**config.mk**
```make
export PLATFORM = sky130hd
export DESIGN_NAME = av_frame_packet_splitter_unit
export DESIGN_NICKNAME = d
export VERILOG_FILES = /design/src/sv/afps_pkg.sv /design/src/sv/afps_ram.sv /design/src/sv/afps_stamp_store.sv /design/src/sv/afps_core.sv /design/src/sv/av_frame_packet_splitter_unit.sv
export SDC_FILE = /design/constraint.sdc
export NUM_CORES = 2
export LEC_CHECK = 0
export BUFFER_PORTS_ARGS = -buffer_cell sky130_fd_sc_hd__clkbuf_2
export CELL_PAD_IN_SITES_DETAIL_PLACEMENT = 0
export CELL_PAD_IN_SITES_GLOBAL_PLACEMENT = 1
export CORE_MARGIN = 2
export CORE_UTILIZATION = 30
export CTS_CLUSTER_DIAMETER = 100
export DETAILED_ROUTE_END_ITERATION = 6
export GPL_ROUTABILITY_DRIVEN = 0
export PLACE_DENSITY_LB_ADDON = 0.1
export SYNTH_ARGS = -nofsm -noshare
export SYNTH_HDL_FRONTEND = slang
export SYNTH_SLANG_ARGS = --single-unit
```
**constraint.sdc**
```tcl
create_clock -name clk -period 21.2 [get_ports clk]
set_clock_uncertainty 0.1 [all_clocks]
set_input_delay 0 -clock clk [delete_from_list [all_inputs] [get_ports clk]]
set_output_delay 0 -clock clk [all_outputs]
set_load 0.02 [all_outputs]
```
**src/sv/afps_pkg.sv**
```systemverilog
// ----------------------------------------------------------------------------
// afps_pkg
// Shared types and constants of the frame packet splitter.
// ----------------------------------------------------------------------------
`default_nettype none

package afps_pkg;

	localparam int STAMP_W   = 48;
	localparam int COUNT_W   = 20;
	localparam int WORD_W    = 32;
	localparam int CFG_W     = 8;
	localparam int TC_W      = 4;
	localparam int STEREO_W  = 8;

	localparam logic [31:0] WORD_BYTES = 32'd4;

	// configuration register indexes
	localparam logic CFG_TRACK_COUNT = 1'b0;
	localparam logic CFG_STEREO_MASK = 1'b1;

	// input function codes
	localparam logic FUNC_DATA = 1'b0;
	localparam logic FUNC_SEEK = 1'b1;

	typedef enum logic [1:0] {
		KIND_AUDIO = 2'd0,
		KIND_VIDEO = 2'd1,
		KIND_ERROR = 2'd2
	} kind_t;

	typedef enum logic [1:0] {
		PH_IDLE    = 2'd0,
		PH_SIZE    = 2'd1,
		PH_PAYLOAD = 2'd2,
		PH_VIDEO   = 2'd3
	} phase_t;

	typedef struct packed {
		kind_t               kind;
		logic [3:0]          stream_id;
		logic [STAMP_W-1:0]  pts;
		logic [WORD_W-1:0]   offset;
		logic [WORD_W-1:0]   length;
		logic                key;
		logic                last;
	} result_t;

	function automatic result_t make_result(kind_t k, logic [3:0] s,
			logic [STAMP_W-1:0] p, logic [WORD_W-1:0] o, logic [WORD_W-1:0] l,
			logic ky);
		result_t r;
		r.kind      = k;
		r.stream_id = s;
		r.pts       = p;
		r.offset    = o;
		r.length    = l;
		r.key       = ky;
		r.last      = 1'b1;
		return r;
	endfunction

endpackage

`default_nettype wire

```
**src/sv/afps_ram.sv**
```systemverilog
// ----------------------------------------------------------------------------
// afps_ram
// Generic single-write, single-read RAM with registered read data.
// ----------------------------------------------------------------------------
`default_nettype none

module afps_ram #(
	parameter int WIDTH = 48,
	parameter int DEPTH = 8,
	localparam int AW   = (DEPTH > 1) ? $clog2(DEPTH) : 1
) (
	input  wire logic             clk,
	input  wire logic             we,
	input  wire logic [AW-1:0]    waddr,
	input  wire logic [WIDTH-1:0] wdata,
	input  wire logic [AW-1:0]    raddr,
	output logic      [WIDTH-1:0] rdata
);

	logic [WIDTH-1:0] mem [DEPTH];

	always_ff @(posedge clk) begin
		if (we) begin
			mem[waddr] <= wdata;
		end
		rdata <= mem[raddr];
	end

endmodule

`default_nettype wire

```
**src/sv/afps_stamp_store.sv**
```systemverilog
// ----------------------------------------------------------------------------
// afps_stamp_store
// Audio timestamp memory with per-track valid flags; clear zeroes all tracks.
// ----------------------------------------------------------------------------
`default_nettype none

module afps_stamp_store
	import afps_pkg::*;
#(
	parameter int DEPTH = 8,
	localparam int AW   = (DEPTH > 1) ? $clog2(DEPTH) : 1
) (
	input  wire logic               clk,
	input  wire logic               arst_n,
	input  wire logic [AW-1:0]      rd_addr,
	output logic      [STAMP_W-1:0] rd_data,
	input  wire logic               we,
	input  wire logic [AW-1:0]      wr_addr,
	input  wire logic [STAMP_W-1:0] wr_data,
	input  wire logic               clear
);

	logic [DEPTH-1:0]   valid_q;
	logic [AW-1:0]      rd_addr_s1;
	logic [STAMP_W-1:0] ram_rdata;

	afps_ram #(
		.WIDTH(STAMP_W),
		.DEPTH(DEPTH)
	) u_ram (
		.clk  (clk),
		.we   (we),
		.waddr(wr_addr),
		.wdata(wr_data),
		.raddr(rd_addr),
		.rdata(ram_rdata)
	);

	always_ff @(posedge clk or negedge arst_n) begin
		if (!arst_n) begin
			valid_q    <= '0;
			rd_addr_s1 <= '0;
		end else begin
			rd_addr_s1 <= rd_addr;
			if (clear) begin
				valid_q <= '0;
			end else if (we) begin
				valid_q[wr_addr] <= 1'b1;
			end
		end
	end

	// entries not written since reset or the last seek read as zero
	assign rd_data = valid_q[rd_addr_s1] ? ram_rdata : '0;

endmodule

`default_nettype wire

```
**src/sv/afps_core.sv**
```systemverilog
// ----------------------------------------------------------------------------
// afps_core
// Frame byte parser: size words, chunk payloads, video tail and errors.
// ----------------------------------------------------------------------------
`default_nettype none

module afps_core
	import afps_pkg::*;
#(
	parameter int MAX_TRACKS = 8,
	localparam int AW = (MAX_TRACKS > 1) ? $clog2(MAX_TRACKS) : 1
) (
	input  wire logic               clk,
	input  wire logic               arst_n,
	input  wire logic               accept,
	input  wire logic               func,
	input  wire logic [7:0]         data_byte,
	input  wire logic               frame_start,
	input  wire logic [31:0]        frame_size,
	input  wire logic               key_in,
	input  wire logic [19:0]        seek_target,
	input  wire logic               write_en,
	input  wire logic               reg_index,
	input  wire logic [CFG_W-1:0]   write_data,
	output logic      [AW-1:0]      stamp_rd_addr,
	input  wire logic [STAMP_W-1:0] stamp_rdata,
	output logic                    stamp_we,
	output logic      [AW-1:0]      stamp_waddr,
	output logic      [STAMP_W-1:0] stamp_wdata,
	output logic                    stamp_clear,
	output logic                    res_valid,
	output result_t                 res
);

	localparam int TW = $clog2(MAX_TRACKS + 1);
	localparam int CW = (TW > TC_W) ? TW : TC_W;

	phase_t              ph_q, ph_d;
	logic [TW-1:0]       track_now_q, tn_d;
	logic [31:0]         byte_pos_q, bp_d;
	logic [31:0]         bytes_left_q, bl_d;
	logic [31:0]         chunk_left_q, cl_d;
	logic [31:0]         word_q, wg_d;
	logic [2:0]          gather_q, gn_d;
	logic                frame_key_q, fk_d;
	logic [COUNT_W-1:0]  video_cnt_q, vc_d;
	logic [TC_W-1:0]     track_count_q, tc_d;
	logic [STEREO_W-1:0] stereo_mask_q, sm_d;

	logic [CW-1:0]       used;
	logic [AW+2:0]       pay_track;
	logic                stereo;

	assign used = (CW'(track_count_q) > CW'(MAX_TRACKS)) ? CW'(MAX_TRACKS)
		: CW'(track_count_q);

	// size word reads the current track, payload the one just sized
	assign stamp_rd_addr = (ph_q == PH_PAYLOAD) ? AW'(track_now_q - TW'(1))
		: AW'(track_now_q);

	assign pay_track = (AW + 3)'(AW'(track_now_q - TW'(1)));
	assign stereo    = (pay_track < (AW + 3)'(8)) && stereo_mask_q[pay_track[2:0]];

	always_ff @(posedge clk or negedge arst_n) begin
		if (!arst_n) begin
			ph_q          <= PH_IDLE;
			track_now_q   <= '0;
			byte_pos_q    <= '0;
			bytes_left_q  <= '0;
			chunk_left_q  <= '0;
			word_q        <= '0;
			gather_q      <= '0;
			frame_key_q   <= 1'b0;
			video_cnt_q   <= '0;
			track_count_q <= '0;
			stereo_mask_q <= '0;
		end else begin
			ph_q          <= ph_d;
			track_now_q   <= tn_d;
			byte_pos_q    <= bp_d;
			bytes_left_q  <= bl_d;
			chunk_left_q  <= cl_d;
			word_q        <= wg_d;
			gather_q      <= gn_d;
			frame_key_q   <= fk_d;
			video_cnt_q   <= vc_d;
			track_count_q <= tc_d;
			stereo_mask_q <= sm_d;
		end
	end

	always_comb begin
		logic [31:0]   size_w;
		logic [TW-1:0] t_cur;
		logic [31:0]   inc;

		ph_d = ph_q;
		tn_d = track_now_q;
		bp_d = byte_pos_q;
		bl_d = bytes_left_q;
		cl_d = chunk_left_q;
		wg_d = word_q;
		gn_d = gather_q;
		fk_d = frame_key_q;
		vc_d = video_cnt_q;
		tc_d = track_count_q;
		sm_d = stereo_mask_q;
		res_valid   = 1'b0;
		res         = '0;
		stamp_we    = 1'b0;
		stamp_waddr = AW'(track_now_q - TW'(1));
		stamp_wdata = '0;
		stamp_clear = 1'b0;
		size_w      = '0;
		t_cur       = '0;
		inc         = stereo ? (word_q >> 2) : (word_q >> 1);

		if (write_en) begin
			case (reg_index)
				CFG_TRACK_COUNT: tc_d = write_data[TC_W-1:0];
				CFG_STEREO_MASK: sm_d = write_data[STEREO_W-1:0];
				default: ;
			endcase
		end

		if (accept) begin
			if (func == FUNC_SEEK) begin
				vc_d        = seek_target;
				stamp_clear = 1'b1;
				ph_d        = PH_IDLE;
				tn_d        = '0;
			end else begin
				if (frame_start) begin
					bl_d = frame_size;
					bp_d = '0;
					tn_d = '0;
					cl_d = '0;
					fk_d = key_in;
					if (CW'(tn_d) >= used) begin
						res_valid = 1'b1;
						res  = make_result(KIND_VIDEO, 4'd0, STAMP_W'(vc_d), bp_d, bl_d, fk_d);
						vc_d = vc_d + COUNT_W'(1);
						ph_d = PH_VIDEO;
					end else if (bl_d < WORD_BYTES) begin
						res_valid = 1'b1;
						res  = make_result(KIND_ERROR, 4'((TW + 1)'(tn_d) + (TW + 1)'(1)),
							STAMP_W'(vc_d), bp_d, bl_d, fk_d);
						ph_d = PH_IDLE;
					end else begin
						ph_d = PH_SIZE;
						wg_d = '0;
						gn_d = '0;
					end
				end

				if (ph_d == PH_SIZE) begin
					case (gn_d[1:0])
						2'd0: wg_d[7:0]   = wg_d[7:0] | data_byte;
						2'd1: wg_d[15:8]  = wg_d[15:8] | data_byte;
						2'd2: wg_d[23:16] = wg_d[23:16] | data_byte;
						default: wg_d[31:24] = wg_d[31:24] | data_byte;
					endcase
					gn_d = gn_d + 3'd1;
					bp_d = bp_d + 32'd1;
					bl_d = bl_d - 32'd1;
					if (gn_d == 3'd4) begin
						size_w = wg_d;
						if (size_w > bl_d) begin
							res_valid = 1'b1;
							res  = make_result(KIND_ERROR, 4'((TW + 1)'(tn_d) + (TW + 1)'(1)),
								STAMP_W'(vc_d), bp_d, bl_d, fk_d);
							ph_d = PH_IDLE;
						end else begin
							bl_d  = bl_d - size_w;
							cl_d  = size_w;
							t_cur = tn_d;
							tn_d  = tn_d + TW'(1);
							wg_d  = '0;
							if (size_w == 32'd0) begin
								// empty chunk: straight on to the next part
								if (CW'(tn_d) >= used) begin
									res_valid = 1'b1;
									res  = make_result(KIND_VIDEO, 4'd0, STAMP_W'(vc_d),
										bp_d, bl_d, fk_d);
									vc_d = vc_d + COUNT_W'(1);
									ph_d = PH_VIDEO;
								end else if (bl_d < WORD_BYTES) begin
									res_valid = 1'b1;
									res  = make_result(KIND_ERROR,
										4'((TW + 1)'(tn_d) + (TW + 1)'(1)),
										STAMP_W'(vc_d), bp_d, bl_d, fk_d);
									ph_d = PH_IDLE;
								end else begin
									ph_d = PH_SIZE;
									gn_d = '0;
								end
							end else begin
								ph_d = PH_PAYLOAD;
								if (size_w < WORD_BYTES) begin
									// too short for a data word: payload is skipped
									gn_d = 3'd4;
								end else begin
									gn_d = '0;
									res_valid = 1'b1;
									res = make_result(KIND_AUDIO,
										4'((TW + 1)'(t_cur) + (TW + 1)'(1)),
										stamp_rdata, bp_d, size_w, 1'b0);
								end
							end
						end
					end
				end else if (ph_d == PH_PAYLOAD) begin
					bp_d = bp_d + 32'd1;
					cl_d = cl_d - 32'd1;
					if (!gn_d[2]) begin
						case (gn_d[1:0])
							2'd0: wg_d[7:0]   = wg_d[7:0] | data_byte;
							2'd1: wg_d[15:8]  = wg_d[15:8] | data_byte;
							2'd2: wg_d[23:16] = wg_d[23:16] | data_byte;
							default: wg_d[31:24] = wg_d[31:24] | data_byte;
						endcase
						gn_d = gn_d + 3'd1;
						if (gn_d == 3'd4) begin
							inc         = stereo ? (wg_d >> 2) : (wg_d >> 1);
							stamp_we    = 1'b1;
							stamp_wdata = stamp_rdata + STAMP_W'(inc);
						end
					end
					if (cl_d == 32'd0) begin
						if (CW'(tn_d) >= used) begin
							res_valid = 1'b1;
							res  = make_result(KIND_VIDEO, 4'd0, STAMP_W'(vc_d),
								bp_d, bl_d, fk_d);
							vc_d = vc_d + COUNT_W'(1);
							ph_d = PH_VIDEO;
						end else if (bl_d < WORD_BYTES) begin
							res_valid = 1'b1;
							res  = make_result(KIND_ERROR,
								4'((TW + 1)'(tn_d) + (TW + 1)'(1)),
								STAMP_W'(vc_d), bp_d, bl_d, fk_d);
							ph_d = PH_IDLE;
						end else begin
							ph_d = PH_SIZE;
							wg_d = '0;
							gn_d = '0;
						end
					end
				end
			end
		end
	end

endmodule

`default_nettype wire

```
**src/sv/av_frame_packet_splitter_unit.sv**
```systemverilog
// ----------------------------------------------------------------------------
// av_frame_packet_splitter_unit
// Splits media frame bytes into audio, video and error packet descriptors.
// ----------------------------------------------------------------------------
//  channel   signals                                   handshake
//  input     func data_byte frame_start frame_size     in_valid / in_ready
//            key_in seek_target
//  output    kind stream_id pts offset length          out_valid / out_ready
//            key last
//  config    reg_index write_data                      write_en, no wait
//
//  One byte per cycle while in_ready holds; at most one registered result per byte.
//  Audio timestamps live in a RAM read each cycle at the active track, so a
//  stamp is ready well before a size word or data word completes.
//  A seek clears per-track valid flags at once: no clearing pass after reset.
//  in_ready drops only while a held result is not taken.
// ----------------------------------------------------------------------------
`default_nettype none

module av_frame_packet_splitter_unit
	import afps_pkg::*;
#(
	parameter int MAX_TRACKS = 8
) (
	input  wire logic               clk,
	input  wire logic               arst_n,
	input  wire logic               in_valid,
	output logic                    in_ready,
	input  wire logic               func,
	input  wire logic [7:0]         data_byte,
	input  wire logic               frame_start,
	input  wire logic [31:0]        frame_size,
	input  wire logic               key_in,
	input  wire logic [19:0]        seek_target,
	output logic                    out_valid,
	input  wire logic               out_ready,
	output logic      [1:0]         kind,
	output logic      [3:0]         stream_id,
	output logic      [STAMP_W-1:0] pts,
	output logic      [31:0]        offset,
	output logic      [31:0]        length,
	output logic                    key,
	output logic                    last,
	input  wire logic               write_en,
	input  wire logic               reg_index,
	input  wire logic [CFG_W-1:0]   write_data
);

	localparam int AW = (MAX_TRACKS > 1) ? $clog2(MAX_TRACKS) : 1;

	logic               accept;
	logic [AW-1:0]      stamp_rd_addr;
	logic [STAMP_W-1:0] stamp_rdata;
	logic               stamp_we;
	logic [AW-1:0]      stamp_waddr;
	logic [STAMP_W-1:0] stamp_wdata;
	logic               stamp_clear;
	logic               res_valid;
	result_t            res;
	logic               out_valid_q;
	result_t            out_res_q;

	assign in_ready = !out_valid_q || out_ready;
	assign accept   = in_valid && in_ready;

	afps_stamp_store #(
		.DEPTH(MAX_TRACKS)
	) u_stamps (
		.clk    (clk),
		.arst_n (arst_n),
		.rd_addr(stamp_rd_addr),
		.rd_data(stamp_rdata),
		.we     (stamp_we),
		.wr_addr(stamp_waddr),
		.wr_data(stamp_wdata),
		.clear  (stamp_clear)
	);

	afps_core #(
		.MAX_TRACKS(MAX_TRACKS)
	) u_core (
		.clk          (clk),
		.arst_n       (arst_n),
		.accept       (accept),
		.func         (func),
		.data_byte    (data_byte),
		.frame_start  (frame_start),
		.frame_size   (frame_size),
		.key_in       (key_in),
		.seek_target  (seek_target),
		.write_en     (write_en),
		.reg_index    (reg_index),
		.write_data   (write_data),
		.stamp_rd_addr(stamp_rd_addr),
		.stamp_rdata  (stamp_rdata),
		.stamp_we     (stamp_we),
		.stamp_waddr  (stamp_waddr),
		.stamp_wdata  (stamp_wdata),
		.stamp_clear  (stamp_clear),
		.res_valid    (res_valid),
		.res          (res)
	);

	always_ff @(posedge clk or negedge arst_n) begin
		if (!arst_n) begin
			out_valid_q <= 1'b0;
		end else if (res_valid) begin
			out_valid_q <= 1'b1;
		end else if (out_ready) begin
			out_valid_q <= 1'b0;
		end
	end

	always_ff @(posedge clk) begin
		if (res_valid) begin
			out_res_q <= res;
		end
	end

	assign out_valid = out_valid_q;
	assign kind      = out_res_q.kind;
	assign stream_id = out_res_q.stream_id;
	assign pts       = out_res_q.pts;
	assign offset    = out_res_q.offset;
	assign length    = out_res_q.length;
	assign key       = out_res_q.key;
	assign last      = out_res_q.last;

	// a result is only formed for an accepted transaction
	a_res_on_accept: assert property (@(posedge clk) disable iff (!arst_n)
		res_valid |-> accept)
		else $error("result formed without an accepted transaction");

	// stamp updates come from data bytes, never alongside a seek clear
	a_stamp_write: assert property (@(posedge clk) disable iff (!arst_n)
		stamp_we |-> (accept && !stamp_clear))
		else $error("stamp write outside a data transaction");

	// a seek yields no result, and the output slot was free or drained
	a_seek_quiet: assert property (@(posedge clk) disable iff (!arst_n)
		(accept && func == FUNC_SEEK) |=> !out_valid)
		else $error("output valid after a seek");

endmodule

`default_nettype wire

```
# Word level (Yosys, flattened, before mapping)

Memories as Yosys holds them, arrays and structs flattened. A register that Yosys moved wholly into a read port is not among the register bits.
Cells that the tools add are included.

Bits in registers: 302
Memory bits (writable): 384
Input bits: 77
Word-level logic and storage cells: 257
Memories: 1

Memories:

| name               | words | width | read ports | clocked after memory_dff | wr ports | line           | source |
|---|---|---|---|---|---|---|---|
| u_stamps.u_ram.mem | 8     | 48    | 1          | 1                        | 1        | afps_ram.sv:20 | `logic [WIDTH-1:0] mem [DEPTH];` |

Add/sub/neg operators: 12
Order comparisons: 13
Equality and inequality tests: 6
Multiplexer cells: 181
Bitwise logic cells: 8
Reductions and logical operators: 15

Operator list:

| cell                    | number |
|---|---|
| $mux W120               | 14 |
| $mux W32                | 31 |
| $mux W48                | 7 |
| $mux W8                 | 38 |
| $mux W20                | 13 |
| $lt A32 B3 Y1 const B   | 4 |
| $logic_not A32 Y1       | 2 |
| $sub A32 B1 Y32 const B | 2 |
| $mux W3                 | 18 |
| $add A48 B32 Y48        | 1 |
| $add A20 B1 Y20 const B | 2 |
| $or A8 B8 Y8            | 5 |
| $mux W1                 | 35 |
| $add A32 B1 Y32 const B | 1 |
| $gt A32 B32 Y1          | 1 |
| $mux W4                 | 8 |
| $sub A32 B32 Y32        | 1 |
| $mux W31                | 1 |
| $mux W2                 | 13 |
| $add A4 B1 Y4 const B   | 3 |
| $lt A3 B4 Y1 const B    | 3 |
| $ge A4 B4 Y1            | 2 |
| $bmux W1 S3             | 2 |
| $eq A2 B2 Y1 const B    | 3 |
| other kinds (17)        | 25 |

# Logic depth before layout (Yosys ltp)

Depth in word-level cells: 24
Gate-level depth with buffers: 39
Mapped depth without buffers: 28

# Hierarchy

Synthesis repeated with hierarchy kept, for this count alone.

Cells, all modules: 3862
Area total of the unflattened synthesis: 41592.4 µm²

By module, submodules not included:

| module                        | instances | cells an instance | area each (µm²) | sequential area each (µm²) |
|---|---|---|---|---|
| afps_core                     | 1         | 2974              | 21252.9         | 4254.1 |
| afps_ram                      | 1         | 616               | 15620.0         | 12492.0 |
| av_frame_packet_splitter_unit | 1         | 124               | 3657.3          | 3628.5 |
| afps_stamp_store              | 1         | 148               | 1062.3          | 275.3 |

# Least setup slack after synthesis

No wires, ideal clock.

Path kind: in2reg
From: in frame_start
To: reg out_res_q (netlist bit key) (enable)
Library setup time: 478 ps
Arrival time: 9793 ps
Slack: 10828 ps
Cell stages on the path: 35
Buffers on the path: 13
Cell sequence: buf_6 > buf_6 > clkbuf_1 > buf_2 > clkbuf_1 > clkbuf_1 > buf_1 > buf_1 > buf_1 > buf_1 > clkbuf_1 > mux2i_1 > ha_1 > o21ai_2 > or2_2 > nor2_1 > xor2_1 > ha_1 > clkbuf_1 > a21oi_1 > o21ai_0 > and2_1 > o21a_1 > o21ai_0 > a21oi_1 > o41ai_1 > a21oi_1 > nor3_2 > xor2_1 > and4_1 > and4_1 > buf_4 > o21ai_2 > nand2_1 > a21o_1

Cells in the longest elaborated chain, start to end: 19

Ends and longest elaborated chain:

| item                                                     | line                                 | source |
|---|---|---|
| start: declaration                                       | av_frame_packet_splitter_unit.sv:31  | `input wire logic frame_start,` |
| branches (longest 16 deep; another with $sub A32 B1 Y32) | -                                    |  |
| $mux W1 *                                                | afps_core.sv:156                     | `if (ph_d == PH_SIZE) begin` |
| $mux W1 *                                                | afps_core.sv:127                     | `if (func == FUNC_SEEK) begin` |
| $mux W1 *                                                | afps_core.sv:126                     | `if (accept) begin` |
| net res_valid                                            | av_frame_packet_splitter_unit.sv:58  | `logic res_valid;` |
| end signal: assignment                                   | av_frame_packet_splitter_unit.sv:116 | `out_res_q <= res;` |
| end: declaration                                         | av_frame_packet_splitter_unit.sv:61  | `result_t out_res_q;` |

Mark *: on every way through the listed nets, which the timed path passes. The select of a mux whose other input is x is not followed.
A chain may end at the register's enable or synchronous reset.

# Worst setup path in the final report

From: reg u_core.track_now_q[0]
To: mem u_stamps.u_ram.mem[1][40] (data pin)

Cells in the longest elaborated chain, start to end: 12

Ends and longest elaborated chain:

| item                          | line                                | source |
|---|---|---|
| start: declaration            | afps_core.sv:39                     | `logic [TW-1:0] track_now_q, tn_d;` |
| start signal: assignment      | afps_core.sv:79                     | `track_now_q <= tn_d;` |
| $sub A3 B1 Y3 *               | afps_core.sv:61                     | `assign pay_track = (AW + 3)'(AW'(track_now_q - TW'(1)));` |
| $bmux W1 S3                   | afps_core.sv:62                     | `assign stereo = (pay_track < (AW + 3)'(8)) && stereo_mask_q[pay_track[2:0]];` |
| $mux W1 (not written as such) | afps_core.sv:62                     |  |
| $logic_and A1 B1 Y1 *         | afps_core.sv:62                     |  |
| $mux W31 *                    | afps_core.sv:224                    | `inc = stereo ? (wg_d >> 2) : (wg_d >> 1);` |
| $add A48 B32 Y48 *            | afps_core.sv:226                    | `stamp_wdata = stamp_rdata + STAMP_W'(inc);` |
| $mux W48 *                    | afps_core.sv:223                    | `if (gn_d == 3'd4) begin` |
| $mux W48 *                    | afps_core.sv:215                    | `if (!gn_d[2]) begin` |
| $mux W48 *                    | afps_core.sv:212                    | `end else if (ph_d == PH_PAYLOAD) begin` |
| $mux W48 *                    | afps_core.sv:156                    |  |
| $mux W48 *                    | afps_core.sv:127                    |  |
| $mux W48 *                    | afps_core.sv:126                    |  |
| net stamp_wdata[40]           | av_frame_packet_splitter_unit.sv:56 | `logic [STAMP_W-1:0] stamp_wdata;` |
| end: declaration              | afps_ram.sv:20                      |  |

The timed path passes the listed nets; every way through them passes the cells marked *. The select of a mux whose other input is x is not followed.

==> impl_results.md <==
- Worst r2r dst: u_stamps.u_ram.mem[1][40]
- Most frequent cells in the layout: 817 x nand2_1, 504 x edfxtp_1, 305 x nand3_1
- Power Dens Cells: roughly 100 nW/um2
- Grt ovf: 0
- Yosys warnings: 0
- NetSw: between 1.5 and 2 mW
- Synth Area in XOR/XNOR: between 3 and 4%
- Clock power frac: 32.6%
- Hold Vio Cnt, Final: 0
- Worst slew margin: 16.9%
- Top sig layer: met5
- Slew Limit Fails: 0
- Tot Pwr: between 4 and 5 mW
- Final wirelength: approximately 170000 um
- Worst path depth: 28
- CP Capture Type: flip-flop
- CTS Buf Count: 92
- Post-route minimum period: 8.95 ns
- DP Worst Slack: approximately 12 ns
- Most common cell after layout, fill and taps aside: nand2_1
- Detail Placement HPWL: roughly 110000 um
- Final setup viols: 0
- CTS H-tree lvls: 3
- DP Area: approximately 45000 um2
- Largest net degree at the start of global routing: between 100 and 150
- Power share of the sequential group: around a third
- Yosys top cell by area: edfxtp_1
- Overall Global Routing Usage: 23.5%
- Rows: around 140
- Worst slew pin tran: about 1.2 ns
- Clock transition at the registers of the reported paths: approximately 0.06 ns
- Initial DRC Count: between 2000 and 3000
- Post-route setup slack: 12.25 ns
- CTS tree: yes
- Vias per cell: around 5.5
- CP top delay family: compound AO/OA/AOI/OAI gates
- First drt pass iteration count: 5
- Hold Buf Count CTS: around 130
- Worst hold slack: 0.0345 ns
- Resize count post-CTS: 0
- Boundary Pins: 199
- Synthesized cell area: between 40000 and 50000 um2
- Cell Count, Final, Fillers Out: between 6000 and 7000
- R2r worst-path depth: 28
- CTS sink cnt: approximately 730
- Ys flop type: edfxtp_1
- Synth top area share: approximately 36%
- Area Growth Syn to Fin: 17.9%
- Adder-cell share of the synthesized area: 2.61%
- Vias in the first global route: 34309
- Number of synthesized flops with an enable pin: around 500
- P_leak: around 19 nW
- Multiplexer share of the synthesized area: 2.53%
- Maxcap violations: 0
- Postcts setup bufs: 0
- Clk Latency, worst-skew pair: around 0.74 ns
- Largest family of logic cells by synthesized area: simple AND/OR/NAND/NOR gates
- Post-synthesis simple-gate area fraction: a little over a fifth
- Die Area: around 140000 um2
- Antenna violations before repair: 12
- Yosys reg bits: 734
- Type of the worst min-delay path: in2reg
- Fraction of the yosys area taken by sequential cells: between 40% and 50%
- Clock Tree Buf Depth: 3
- Crit Path Max Fanout: 32
- Max stage delay on crit path: slightly above 0.7 ns
- WL met3: about 8000 um
- Setup repair after global routing missed its margin: no
- Final instance area: ~49000 um2
- Share of cells above drive strength 1: between 10 and 15%
- Total negative setup slack: 0 ns
- # fillers: 14111
- Synth Area in Compound Gates: around 17%
- Slowest-stage cell, CP: o311ai_0
- Required time worst endpoint: roughly 22 ns
- Metal2 WL: a little under 80000 um
- Number of distinct library cells after synthesis: 110
- Critical path type: reg2reg
- Critical path buffer and inverter count: 3
- Starting density of the core: between 30% and 40%
- CP Data Arrival Time: between 9 and 10 ns
- Vias after detailed routing: 35609
- Int Power: just over 3 mW
- Synth area leaders: edfxtp_1 36%, dfrtp_1 11%, nand2_1 7.4%, nand3_1 3.7%, o21ai_0 3.6%
- PortBufs: a little under 200
- Antenna viol nets, final: 0
- Die height: 377 um
- Net Count, Synth: between 4000 and 5000
- Switching share of total power: about two fifths
- Met1 WL: roughly 80000 um
- Peak Freq: 112 MHz
- Layout Utilization: between 30% and 40%
- Net count, final: around 4800
- Synth Instances: 4423
- Dpl cells: between 6000 and 7000
- Fraction of registers with async set/reset: between 20% and 30%
- Startpoint Class: flip-flop
- Comb power frac: between 30 and 40%
- WL/cell: ~26 um
- RR Startpoint: u_core.track_now_q[0]
- Hold path endpoint: u_core.stereo_mask_q[7]
- Run status: finished clean
- First-pass GRT wire length: 248000 um
- Core footprint: 138000 um2
- Residual DRC: 0
- Avg Inst Size Synth: between 9 and 10 um2
- Final Cycle Share: a little over two fifths
- Beginning of the worst hold path: write_data[7]
- Worst reg2reg setup slack: ~12 ns
- Die X: about 380 um
- Root Buffer: clkbuf_16
- Hold path depth: 3
- Maximum vdd drop: about 63 uV
-- kinds of logic after synthesis --
| logic type | Yosys count |
|---|---|
| flops | 734 |
| xor+xnor | 179 |
| fa+ha+maj | 87 |
| mux | 100 |
| compound gates | 1085 |
| buf+inv | 356 |
| simple gates | 1882 |
-- sequential cells by signal (all words and copies together), names as in the netlist, 4 cells and up --
signal	count
u_core.chunk_left_q	32
u_stamps.u_ram.rdata	48
u_core.track_now_q	4
u_stamps.u_ram.mem	384
u_core.video_cnt_q	20
length	32
pts	48
u_core.track_count_q	4
offset	32
u_core.word_q	32
u_core.byte_pos_q	32
stream_id	4
u_core.stereo_mask_q	8
u_core.bytes_left_q	32
u_stamps.valid_q	8
-- cell usage after synthesis, drive strengths merged, types with 52 or more instances --
library cell,n
nand2,821
edfxtp,504
o21ai,327
nand3,306
nor2,257
a21oi,249
clkbuf,245
dfrtp,182
nor3,107
xnor2,106
ha,82
mux2i,79
and2,77
xor2,73
and3,66
inv,60
a21o,57
a22o,52
-- layer usage --
layer	vias to the layer above	GRT usage [%]
li1	16689	-
met1	17690	32.7
met2	976	38.0
met3	242	3.07
met4	12	6.98
met5	-	0
-- worst register-to-register path, delay by kind of cell, from the launching register on --
kind / cells / cell delay (ns)
simple gates: 4 / 1.03
fa+ha+maj: 3 / 0.99
buf+inv: 3 / 0.92
xor+xnor: 1 / 0.54
compound gates: 15 / 4.03
flops: 1 / 0.62
mux: 2 / 0.45
-- power by group through the flow --
stage / registers (mW) / logic, mW / clock network, mW
after floorplan: 1.69 / 1.03 / 0
after global placement: 1.74 / 1.56 / 0
after detailed placement: 1.74 / 1.55 / 0
after CTS: 1.71 / 1.58 / 1.64
after global routing: 1.72 / 1.72 / 1.69
final: 1.71 / 1.60 / 1.60
-- cell type report --
class                           count  area (um2)  area share (%)
Antenna cell                        2        5.00          0.0102
Clock buffer                      130        2590            5.27
Clock inverter                     43         475           0.968
Inverter                           63         243           0.494
Multi-Input combinational cell   3333       19800            40.3
Sequential cell                   734       20700            42.0
Tap cell                         1794        2240            4.57
Timing Repair Buffer              432        3130            6.38
-- worst max-delay path by stage --
stage	end	startpoint	slack (ns)
after floorplan	key	frame_start	10.83
after global placement	u_stamps.u_ram.mem[4][38]	u_core.track_now_q[0]	12.31
after detailed placement	u_stamps.u_ram.mem[0][40]	u_core.track_now_q[0]	12.32
after CTS	u_stamps.u_ram.mem[1][40]	u_core.track_now_q[0]	12.29
after global routing	u_stamps.u_ram.mem[1][40]	u_core.track_now_q[0]	11.44
final	u_stamps.u_ram.mem[1][40]	u_core.track_now_q[0]	12.25
No activity file was read; power rests on OpenSTA's default activity.
